<file path="src/hw/rtl/ndp_pkg.sv">
// shared constants, types and helpers of the dual prior parameter block
package ndp_pkg;

  // value format
  localparam int VW      = 48;
  localparam int FB      = 24;
  localparam int PREC_W  = 64;
  localparam int BETA_W  = VW - 1;

  // gamma threshold, raw value of 1e10
  localparam longint unsigned GAMMA_INT = 64'd10000000000;
  localparam logic [PREC_W-1:0] GAMMA_RAW = PREC_W'(GAMMA_INT) << FB;

  // working widths
  localparam int G_W   = 34 + FB;        // gamma below the threshold
  localparam int W_W   = VW + 4;         // front sums of z and beta
  localparam int P_W   = VW + 1;         // magnitudes p and q
  localparam int S_W   = P_W + 1;        // p + q
  localparam int D_W   = P_W + 1;        // factor of the beta*gamma term
  localparam int MA_W  = G_W + S_W;      // multiplier operand a
  localparam int MB_W  = S_W;            // multiplier operand b
  localparam int PR_W  = MA_W + MB_W;    // product
  localparam int NUM_W = PR_W - 1;       // numerator magnitude
  localparam int DEN_W = MA_W;           // denominator
  localparam int QB    = VW;             // quotient bits

  // pipeline depths
  localparam int MUL_DIG = 10;
  localparam int MUL_LAT = (MB_W + MUL_DIG - 1) / MUL_DIG;
  localparam int DIV_LAT = QB + 2;
  localparam int BACK_LAT = 2 * MUL_LAT + 1 + DIV_LAT;

  // configuration
  localparam int IDX_W = 3;
  localparam logic [IDX_W-1:0] REG_MODE        = 3'd0;
  localparam logic [IDX_W-1:0] REG_CONSTRAINED = 3'd1;
  localparam logic [IDX_W-1:0] REG_WEIGHT      = 3'd2;
  localparam logic [IDX_W-1:0] REG_LOWER       = 3'd3;
  localparam logic [IDX_W-1:0] REG_UPPER       = 3'd4;

  localparam logic [2:0] MODE_ABS   = 3'd0;
  localparam logic [2:0] MODE_LOWER = 3'd1;
  localparam logic [2:0] MODE_UPPER = 3'd2;
  localparam logic [2:0] MODE_BOX   = 3'd3;

  // classified request: mean = (2c*p*q + sign*b*g*d) / (g*s), var = 2pq / (g*s)
  typedef struct packed {
    logic [P_W-1:0]       p;
    logic [P_W-1:0]       q;
    logic [S_W-1:0]       s;
    logic [BETA_W-1:0]    b;
    logic [G_W-1:0]       g;
    logic [D_W-1:0]       d;
    logic                 d_neg;
    logic signed [VW-1:0] c;
  } item_t;

  // magnitude of a front sum
  function automatic logic [W_W-1:0] abs_w(input logic signed [W_W-1:0] x);
    logic [W_W-1:0] r;
    r = x[W_W-1] ? W_W'(-x) : W_W'(x);
    return r;
  endfunction

  // one partial product of the digit multiplier
  function automatic logic [PR_W-1:0] mul_digit(input logic [MA_W-1:0] a,
                                                input logic [MUL_DIG-1:0] dg,
                                                input int unsigned sh);
    logic [PR_W-1:0] ae;
    logic [PR_W-1:0] de;
    ae = PR_W'(a);
    de = PR_W'(dg);
    return (ae * de) << sh;
  endfunction

endpackage

</file>
<file path="src/hw/rtl/ndp_queue.sv">
// two-entry queue between front and back
module ndp_queue (
  input  logic                 clk_i,
  input  logic                 rst_ni,
  input  logic                 push_i,
  input  ndp_pkg::item_t       item_i,
  output logic                 ready_o,
  input  logic                 pop_i,
  output logic                 valid_o,
  output ndp_pkg::item_t       item_o
);
  ndp_pkg::item_t ent_q [2];
  logic           wr_q, rd_q;
  logic [1:0]     cnt_q;
  logic           do_push, do_pop;

  assign ready_o = cnt_q != 2'd2;
  assign valid_o = cnt_q != 2'd0;
  assign item_o  = ent_q[rd_q];
  assign do_push = push_i && ready_o;
  assign do_pop  = pop_i && valid_o;

  // pointers and fill count
  always_ff @(posedge clk_i or negedge rst_ni) begin
    if (!rst_ni) begin
      wr_q  <= 1'b0;
      rd_q  <= 1'b0;
      cnt_q <= 2'd0;
    end else begin
      if (do_push) wr_q <= ~wr_q;
      if (do_pop) rd_q <= ~rd_q;
      cnt_q <= cnt_q + 2'(do_push) - 2'(do_pop);
    end
  end

  // storage
  always_ff @(posedge clk_i) begin
    if (do_push) ent_q[wr_q] <= item_i;
  end
endmodule

</file>
<file path="config.mk">
export PLATFORM = sky130hd
export DESIGN_NAME = ndp_queue
export DESIGN_NICKNAME = d
export VERILOG_FILES = /design/src/hw/rtl/ndp_pkg.sv /design/src/hw/rtl/ndp_queue.sv
export SDC_FILE = /design/constraint.sdc
export NUM_CORES = 1
export LEC_CHECK = 0
export BUFFER_PORTS_ARGS = -buffer_cell sky130_fd_sc_hd__buf_2
export CORE_AREA = 2 2 275 277
export CTS_BUF_LIST = sky130_fd_sc_hd__clkbuf_16
export CTS_CLUSTER_DIAMETER = 50
export DETAILED_ROUTE_END_ITERATION = 12
export DIE_AREA = 0 0 277 279
export PLACE_DENSITY_LB_ADDON = 0.12
export REMOVE_ABC_BUFFERS = 1
export SYNTH_ARGS = -nofsm -noshare
export SYNTH_HDL_FRONTEND = slang
export SYNTH_SLANG_ARGS = --single-unit
</file>
<file path="constraint.sdc">
create_clock -name clk_i -period 17.99 [get_ports clk_i]
set_input_delay 3.598 -clock clk_i [delete_from_list [all_inputs] [get_ports clk_i]]
set_output_delay 3.598 -clock clk_i [all_outputs]
set_load 0.02 [all_outputs]
</file>
Word level (Yosys, flattened, before mapping)

Memory sizes are Yosys's and may differ from the RTL's.
Index checks and enable logic that the tools add are counted.

Register bits after elaboration: 4
Latch bits: 0
RAM bits: 704
Bits in read-only memories: 0
Output and inout port bits: 354
Memories kept: 1

Memories:

| memory | words | bits a word | read ports | clocked after memory_dff | wr ports | RTL line        | RTL |
|---|---|---|---|---|---|---|---|
| ent_q  | 2     | 352         | 1          | 0                        | 1        | ndp_queue.sv:12 | `ndp_pkg::item_t ent_q [2];` |

Add/sub/neg operators: 2
Multipliers: 0
Divide/modulo/power cells: 0
$lt $le $gt $ge: 0
Equal/unequal tests: 1
Shifts and indexed selects: 0
Muxes and demuxes: 2
Bitwise operators: 2
Reductions and logical operators: 3

Operator list:

| operator           | number |
|---|---|
| $add 2x1->2        | 1 |
| $logic_and 1x1->1  | 2 |
| $mux 1             | 2 |
| $ne 2x2->1 const B | 1 |
| $not 1->1          | 2 |
| $reduce_bool 2->1  | 1 |
| $sub 2x1->2        | 1 |

Logic depth before layout (Yosys ltp)

Gate-level depths: netlist of the first run.

Word-level depth: 4
Gate-level depth with buffers: 7
Depth with buffers taken out: 7

Worst setup path after synthesis of the first run

OpenSTA, ideal clock, no wires.

Path type: input to register
From: in push_i
To: mem ent_q[0][0] (netlist bit), enable pin
Arrival: 18.264 ns
Slack: -1.348 ns
Cell stages on the path: 2
Buffers on the path: 0
Cell sequence: nand2_1 > nor2_1

Word-level cells in the longest chain between the ends: 3

RTL lines:

| what                         | RTL line        | RTL |
|---|---|---|
| start: declaration           | ndp_queue.sv:5  | `input logic push_i,` |
| $logic_and 1x1->1            | ndp_queue.sv:20 | `assign do_push = push_i && ready_o;` |
| $mux 1                       | ndp_queue.sv:38 | `if (do_push) ent_q[wr_q] <= item_i;` |
| $mux 1 (not written as such) | ndp_queue.sv:38 |  |
| end: declaration             | ndp_queue.sv:12 |  |

No other way between the ends.

==> run_results.csv, run 1 <==
group,metric,value,unit
detailed_routing,via_count,13200,
clocking,clock-sinks,708,
clocking,path_clk_slew,0.05,ns
setup_path,crit_fanout,69,
die,core_area,74100,sq um
setup_path,timing.rr.start,"cnt_q[1]",
place,dp_hpwl,44.1,mm
clocking,cts_buffers,87,
clocking,hold_buffers,0,
clocking,cts-root-buf,"clkbuf_16",
cells_and_area,fin_nets,2239,
timing,setup_viol,0,
setup_path,critPathCapture,"item_o[66]",
setup_path,r2r_slack,14.46,ns
pwr,peakVddDrop,109,uV
clocking,htree_levels,3,
detailed_routing,ant_nets,0,
pwr,power-per-cell-area,179,nW/um^2
die,io_pins,710,
timing,max_freq,127,MHz
cells_and_area,final_cells,2937,
cells_and_area,regArea,21200,sq um
place,preCtsSetupSlack,10.70,ns
grt,grt_usage,16.1,%
place,globalplace.congestion,0.778,
pwr,p_int,4060,uW
detailed_routing,wl_per_cell,21.8,microns
detailed_routing,highest_layer,"met5",
pwr,p_leak,0.0130,uW
die,die_w,277,microns
cells_and_area,drive_gt1_share,62.2,%
cells_and_area,multi_input_area,4710,sq um
setup_path,cp.required,14.39,ns
setup_path,crit_type,"flip-flop to primary output",
setup_path,r2r_end,"ent_q[1][283]",
detailed_routing,dr.first_iter.drc_count,821,
timing,hold_viol,0,
timing,timing.final.ws_setup,10.11,ns
clocking,tritoncts,"yes",
grt,grt_pass1_vias,14300,
die,rows,100,
detailed_routing,wirelength,64.1,mm
clocking,postCtsSetupBuffers,0,
grt,grt_start_max_net_pins,169,
timing,max-slew-margin-rel,19.2,%
die,die_area,77300,sq um
pwr,seqPwrFrac,39.1,%
die,die_y,279,microns
clocking,cts_resized,0,
cells_and_area,syn2layout_area_growth,28.6,%
detailed_routing,viasPerCell,4.50,
cells_and_area,mostFrequentLayoutCell,"buf_2",
pwr,combPwrFrac,32.6,%
place,dp.cells,2761,
setup_path,reg2reg_depth,4,
grt,grt-ovfl-total,0,
synth,syn_area_per_cell,23.6,sq um
die,start_util,35.4,%
pwr,switching_share,32.9,%
grt,antenna_found_initial,26,
detailed_routing,dr_wl_met3,5.92,mm
timing,min_period_over_period,43.8,%
timing,final_max_slew_viol_count,0,
synth,ys_ff_latch,708,
pwr,clkPwrFrac,28.3,%
timing,fin_tns_setup,0,ns
setup_path,endpoint_kind,"primary output",
detailed_routing,dr.pass1.iters,4,
timing,worst_pin_slew,1.21,ns
timing,skew,0.0253,ns
synth,syn_inst,1112,
synth,synth_cell_types,17,
timing,period_needed,7.88,ns
setup_path,crit_path_start_kind,"flip-flop",
outcome,outcome,"finished, final reports clean",
pwr,power.switching,1990,uW
setup_path,cp.arrival,4.28,ns
timing,rsz0062_at_grt,"false",
detailed_routing,drcViolationCount,0,
cells_and_area,fill_cells,6555,
min_path,hold_depth,1,
clocking,ctsLongestPathBuffers,3,
detailed_routing,wl_met1,21.9,mm
pwr,power.total,6060,uW
min_path,hold_class,"flip-flop to flip-flop",
cells_and_area,final_cell_mix,"buf_2, edfxtp_1, mux2_2, mux2_4, clkbuf_16",
synth,yosysWarnings,0,
grt,grt_pass1_wl,91.4,mm
setup_path,crit_start,"rd_q",
flow_run,maxCapViolCount,0,
detailed_routing,wl_met2,34.2,mm
synth,syn-cell-area,26300,sq um
clocking,clk_latency,0.63,ns
place,portBuffers,709,
synth,yosysSeqAreaShare,80.9,%
==> through the flow <==
stage / cell area, sq um / hold slack, ns / utilization [%]
2_1_floorplan: 25900 / 0.461 / -
3_3_place_gp: 30800 / 0.497 / 41.6
3_5_place_dp: 30800 / 0.511 / 41.6
4_1_cts: 33700 / 0.528 / 45.5
5_1_grt: 33700 / 0.558 / 45.6
6_report: 33800 / 0.520 / 45.6
==> sequential cells by signal, indices dropped and copies added (netlist names) <==
register,flops
cnt_q,2
wr_q,1
ent_q,704
rd_q,1
==> critical path, stage by stage (launching register included) <==
cell and delay, ns:
dfrtp_4 1.05, buf_4 0.92, buf_4 0.92, mux2_2 0.43, buf_2 0.16
==> power by group through the flow <==
stage / clock network (uW) / registers, uW / logic, uW
global placement: 0 / 2390 / 2010
global route: 1830 / 2400 / 2090
finish: 1710 / 2370 / 1980
floorplan: 0 / 2680 / 1570
detailed placement: 0 / 2410 / 2020
CTS: 1760 / 2370 / 2020
==> cells by family (layout without fill, tap and decap cells) <==
group                    Yosys count  in the layout  synth area share [%]
AND/OR/NAND/NOR                    6              6                 0.124
other                              0             16                     0
multiplexers                     352            352                  17.5
buffers and inverters             40            880                  1.22
flip-flops                       708            708                  80.9
XOR/XNOR                           4              4                 0.133
adder cells (fa/ha/maj)            2              2                0.0953
==> worst min path at each step <==
| stage | to | startpoint | slack, ns |
|---|---|---|---|
| finish | cnt_q[0] | cnt_q[0] | 0.52 |
| global route | cnt_q[0] | cnt_q[0] | 0.56 |
| CTS | cnt_q[0] | cnt_q[0] | 0.53 |
| detailed placement | cnt_q[0] | cnt_q[0] | 0.51 |
| global placement | cnt_q[0] | cnt_q[0] | 0.50 |
| floorplan | wr_q | wr_q | 0.46 |
==> cells in the mapped netlist, drive strengths merged <==
cell type / n / area [sq um]
edfxtp: 704 / 21100
mux2: 352 / 4600
buf: 39 / 317
dfrtp: 4 / 100
xnor2: 3 / 26.3
ha: 2 / 25.0
and2: 1 / 6.26
and3: 1 / 6.26
inv: 1 / 3.75
nand2: 1 / 3.75
nand2b: 1 / 6.26
nor2: 1 / 3.75
or2: 1 / 6.26
xor2: 1 / 8.76
==> metal layers <==
layer  vias up  GRT usage, %
met2       473          28.9
met5         -             0
met3       123          6.71
met4        16          7.07
li1       6043             -
met1      6570          16.2
==> cell type report <==
type	count	share of cell area [%]
Antenna cell	16	0.119
Clock buffer	89	6.60
Clock inverter	71	1.95
Inverter	1	0.0111
Multi-Input combinational cell	364	13.9
Sequential cell	708	62.9
Tap cell	969	3.59
Timing Repair Buffer	719	10.8
Note: power is estimated with default switching activity, not from simulation.
==> run 2, diff against run 1 <==
Settings changed: ABC_AREA from default to 1, CORE_AREA 2 2 275 277 to 2 2 273 275, DIE_AREA 0 0 277 279 to 0 0 275 277.
Clock period 17.99 ns to 6.9 ns, I/O delays scaled along.
==> run_results.csv, run 2 <==
group,metric,value,unit
cells_and_area,fill_cells,6797,
min_path,min-delay-start,"wr_q",
cells_and_area,drive_gt1_share,32.0,%
detailed_routing,wirelength,71.3,mm
grt,grt_pass1_vias,16500,
detailed_routing,dr.pass1.iters,5,
synth,syn_area_per_cell,13.8,sq um
timing,skew,0.0259,ns
clocking,tritoncts,"yes",
synth,ys_ff_latch,708,
detailed_routing,ant_nets,0,
timing,period_needed,4.90,ns
synth,netlist.area_leader.share,82.1,%
die,die_w,275,microns
timing,timing.final.ws_setup,2.00,ns
synth,synth_cell_types,10,
place,preCtsSetupSlack,2.58,ns
min_path,hold_depth,2,
grt,grt-ovfl-total,0,
setup_path,cp.arrival,3.52,ns
pwr,peakVddDrop,257,uV
timing,worst_pin_slew,1.17,ns
clocking,clk_latency,0.63,ns
cells_and_area,final_cells,3661,
cells_and_area,reg_top3,"ent_q: 704 flops, cnt_q: 2 flops",
setup_path,cp.required,5.52,ns
timing,whs,0.478,ns
clocking,cts-root-buf,"clkbuf_16",
setup_path,crit_path_start_kind,"flip-flop",
flow_run,maxCapViolCount,0,
timing,rsz0062_at_grt,"false",
setup_path,timing.rr.start,"cnt_q[1]",
clocking,cts_resized,0,
setup_path,crit_start,"rd_q",
setup_path,crit_type,"flip-flop to primary output",
cells_and_area,largest_reg_flops,704,
cells_and_area,fin_nets,2959,
detailed_routing,dr.first_iter.drc_count,1040,
clocking,postCtsSetupBuffers,0,
grt,antenna_found_initial,28,
die,die_y,277,microns
die,die_area,76200,sq um
synth,synth_edf_count,704,
place,portBuffers,709,
clocking,ctsLongestPathBuffers,3,
setup_path,reg2reg_depth,4,
synth,synth_common_cells,"nand2_1, edfxtp_1, buf_2",
die,io_pins,710,
grt,grt_usage,18.2,%
synth,yosysMostFrequentCell,"nand2_1",
cells_and_area,final_cell_mix,"nand2_1, buf_2, edfxtp_1, clkbuf_16, inv_1",
setup_path,endpoint_kind,"primary output",
synth,yosysWarnings,0,
place,globalplace.congestion,0.827,
place,placed_area,30300,sq um
timing,fin_tns_setup,0,ns
synth,syn-cell-area,25700,sq um
pwr,power-per-cell-area,483,nW/um^2
detailed_routing,viasPerCell,4.47,
setup_path,r2r_end,"ent_q[0][234]",
grt,grt_start_max_net_pins,165,
timing,max-slew-margin-rel,22.2,%
synth,yosysSeqAreaShare,82.5,%
setup_path,r2r_slack,4.16,ns
detailed_routing,drcViolationCount,0,
place,dp.cells,3481,
cells_and_area,largest_register,"ent_q",
pwr,seqPwrFrac,38.1,%
setup_path,crit_fanout,88,
die,core_area,73600,sq um
pwr,switching_share,37.7,%
pwr,combPwrFrac,33.4,%
synth,synthTopCellsByArea,"edfxtp_1, nand2_1, buf_2",
clocking,cts_buffers,87,
outcome,outcome,"finished, final reports clean",
pwr,p_int,10000,uW
cells_and_area,mostFrequentLayoutCell,"nand2_1",
timing,min_period_over_period,71.0,%
die,rows,100,
pwr,p_leak,0.0142,uW
detailed_routing,wl_per_cell,19.5,microns
pwr,clkPwrFrac,28.5,%
pwr,power.switching,6060,uW
detailed_routing,via_count,16400,
synth,ys_async_sr_fraction,0.565,%
synth,yosys_most_used_dff,"edfxtp_1",
synth,syn_inst,1870,
cells_and_area,final_area,33200,sq um
clocking,clock-sinks,708,
timing,max_freq,204,MHz
min_path,hold_class,"flip-flop to flip-flop",
clocking,hold_buffers,0,
place,dp_hpwl,46.8,mm
cells_and_area,syn2layout_area_growth,29.2,%
clocking,path_clk_slew,0.06,ns
clocking,htree_levels,3,
grt,grt_pass1_wl,103,mm
die,start_util,35.0,%
timing,hold_viol,0,
timing,setup_viol,0,
timing,final_max_slew_viol_count,0,
min_path,whs_endpoint,"wr_q",
synth,yosys.area.top_type,"edfxtp_1",
run 2: layer usage:
layer  vias up  track usage [%]  part of all wire, %
met5         -                0                 0.14
met4        16             7.28                  3.1
met3       126             5.71                  7.9
met2       508             32.8                   53
met1      7877             19.6                   35
li1       7840                -                    -
run 2: how the worst max path moves through the flow:
stage | to | slack [ns]
floorplan | ent_q[1][0] | -10.21
global placement | item_o[64] | 2.63
detailed placement | item_o[67] | 2.58
CTS | item_o[165] | 1.90
global route | item_o[309] | 1.72
finish | item_o[35] | 2.00
run 2: logic make-up (layout without fill, tap and decap cells):
kind of cell | count (synthesis) | count (layout) | synth area share, %
other | 0 | 22 | 0
adder cells (fa/ha/maj) | 2 | 2 | 0.0972
buffers and inverters | 87 | 887 | 1.71
AND/OR/NAND/NOR | 1073 | 1073 | 15.7
flip-flops | 708 | 708 | 82.5
run 2: area by class of cell:
type | count | area, sq um | area share [%]
clock inverter | 71 | 754 | 2.27
sequential | 708 | 21200 | 63.9
timing repair buffer | 720 | 3690 | 11.1
antenna | 22 | 55.1 | 0.166
inverter | 9 | 48.8 | 0.147
tap | 969 | 1210 | 3.65
multi-input combinational | 1075 | 4060 | 12.2
clock buffer | 87 | 2180 | 6.55
run 2: critical path, stage by stage, from the launching register on:
cell	delay [ns]
dfrtp_4	0.71
buf_4	0.74
buf_4	0.83
nand2_1	0.10
nand2_1	0.14
buf_2	0.17
run 2: through the flow:
stage / power [uW] / util, %
6_report: 16100 / 45.2
5_1_grt: 16900 / 45.2
4_1_cts: 16300 / 45.1
3_5_place_dp: 11700 / 41.1
3_3_place_gp: 11600 / 41.1
2_1_floorplan: 10000 / -
run 2: power by group through the flow:
stage / combinational, uW / clock, uW / sequential [uW]
after global placement: 5460 / 0 / 6180
after global routing: 5840 / 4870 / 6190
after detailed placement: 5470 / 0 / 6200
after floorplan: 3320 / 0 / 6710
final: 5360 / 4580 / 6110
after CTS: 5480 / 4700 / 6120
==> run 3, diff against run 2 <==
Clock period 6.9 ns to 4.6 ns, I/O delays scaled along.
==> run_results.csv, run 3 (synthesis results as in run 2) <==
group,metric,value,unit
outcome,outcome,"finished, final reports clean",
pwr,p_leak,0.0143,uW
grt,grt_start_max_net_pins,168,
place,dp.cells,3494,
timing,skew,0.0299,ns
setup_path,crit_path_start_kind,"flip-flop",
setup_path,cp.arrival,2.96,ns
cells_and_area,largest_register,"ent_q",
timing,max-slew-margin-rel,36.1,%
clocking,htree_levels,3,
flow_run,maxCapViolCount,0,
cells_and_area,drive_gt1_share,32.3,%
detailed_routing,via_count,16500,
pwr,switching_share,37.8,%
cells_and_area,reg_top3,"ent_q: 704 flops, cnt_q: 2 flops",
detailed_routing,ant_nets,0,
grt,grt-ovfl-total,0,
timing,worst_pin_slew,0.958,ns
detailed_routing,wl_per_cell,19.5,microns
place,preCtsSetupSlack,1.44,ns
setup_path,endpoint_kind,"primary output",
pwr,p_int,15000,uW
timing,setup_viol,0,
die,start_util,35.0,%
cells_and_area,multi_input_area,4060,sq um
timing,period_needed,3.88,ns
timing,hold_viol,0,
pwr,peakVddDrop,416,uV
die,io_pins,710,
clocking,path_clk_slew,0.06,ns
pwr,power.total,24200,uW
timing,timing.final.ws_setup,0.722,ns
place,dp_hpwl,47.9,mm
die,rows,100,
place,globalplace.congestion,0.848,
detailed_routing,drcViolationCount,0,
min_path,hold_class,"input pin to asynchronous set/reset pin",
timing,max_freq,258,MHz
timing,whs,0.128,ns
clocking,tritoncts,"yes",
cells_and_area,largest_reg_flops,704,
cells_and_area,syn2layout_area_growth,29.7,%
grt,grt_pass1_wl,104,mm
grt,grt_usage,18.3,%
detailed_routing,dr.pass1.iters,7,
clocking,hold_buffers,0,
timing,rsz0062_at_grt,"false",
cells_and_area,fill_cells,6778,
timing,min_period_over_period,84.3,%
cells_and_area,fin_nets,2971,
setup_path,cp.required,3.68,ns
detailed_routing,wirelength,71.5,mm
pwr,seqPwrFrac,37.9,%
pwr,power.switching,9140,uW
clocking,cts_resized,0,
clocking,clock-sinks,708,
cells_and_area,final_cells,3670,
clocking,clk_latency,0.64,ns
grt,antenna_found_initial,23,
die,die_area,76200,sq um
die,die_w,275,microns
pwr,clkPwrFrac,28.3,%
detailed_routing,viasPerCell,4.48,
clocking,cts-root-buf,"clkbuf_16",
detailed_routing,dr.first_iter.drc_count,1062,
clocking,postCtsSetupBuffers,0,
cells_and_area,regArea,21200,sq um
clocking,cts_buffers,86,
clocking,ctsLongestPathBuffers,3,
cells_and_area,mostFrequentLayoutCell,"nand2_1",
grt,grt_pass1_vias,16800,
setup_path,crit_fanout,167,
timing,final_max_slew_viol_count,0,
die,die_y,277,microns
pwr,combPwrFrac,33.7,%
cells_and_area,final_cell_mix,"nand2_1, buf_2, edfxtp_1, clkbuf_16, inv_1",
place,portBuffers,709,
die,core_area,73600,sq um
setup_path,crit_type,"flip-flop to primary output",
pwr,power-per-cell-area,724,nW/um^2
run 3: per-layer routing:
| layer | up-vias | track usage, % | wire length, microns |
|---|---|---|---|
| li1 | 7862 | - | - |
| met1 | 7901 | 20.3 | 26300 |
| met2 | 533 | 32.1 | 37200 |
| met3 | 148 | 5.45 | 5360 |
| met4 | 14 | 8.39 | 2630 |
| met5 | - | 0 | 84 |
run 3: worst max-delay path, stage by stage (launching register included):
cell     delay [ns]
dfrtp_4        0.87
buf_12         0.57
nand2_1        0.27
nand2_1        0.14
buf_2          0.17
run 3: cell type report:
| type | instances | share of cell area (%) |
|---|---|---|
| diodes | 18 | 0.135 |
| inverters | 9 | 0.146 |
| flip-flops and latches | 708 | 63.6 |
| repair buffers | 733 | 11.6 |
| multi-input cells | 1075 | 12.2 |
| well taps | 969 | 3.63 |
| clock buffers | 88 | 6.60 |
| clock inverters | 70 | 2.11 |
run 3: stage by stage:
step                setup TNS [ns]  area [sq um]  utilization (%)
floorplan                 -8579.64         25300                -
global placement                 0         30400             41.4
detailed placement               0         30400             41.4
CTS                              0         33300             45.3
global route                     0         33400             45.4
finish                           0         33400             45.4
run 3: power by group through the flow:
stage                     Sequential [uW]  Combinational, uW  Clock [uW]
final                                9170               8150        6850
after global routing                 9290               8880        7290
after CTS                            9180               8340        7020
after detailed placement             9310               8320           0
after global placement               9270               8290           0
after floorplan                      9530               4310           0
run 3: worst paths after layout:
path	start	to	slack [ns]	cells after the start
min	rst_ni	wr_q	0.13	1
max	rd_q	item_o[6]	0.72	4
max reg2reg	wr_q	ent_q[0][143]	2.29	4
min in group clk_i	item_i[192]	ent_q[1][192]	0.47	1
min reg2reg	wr_q	wr_q	0.47	2
max in group asynchronous	rst_ni	rd_q	4.29	1
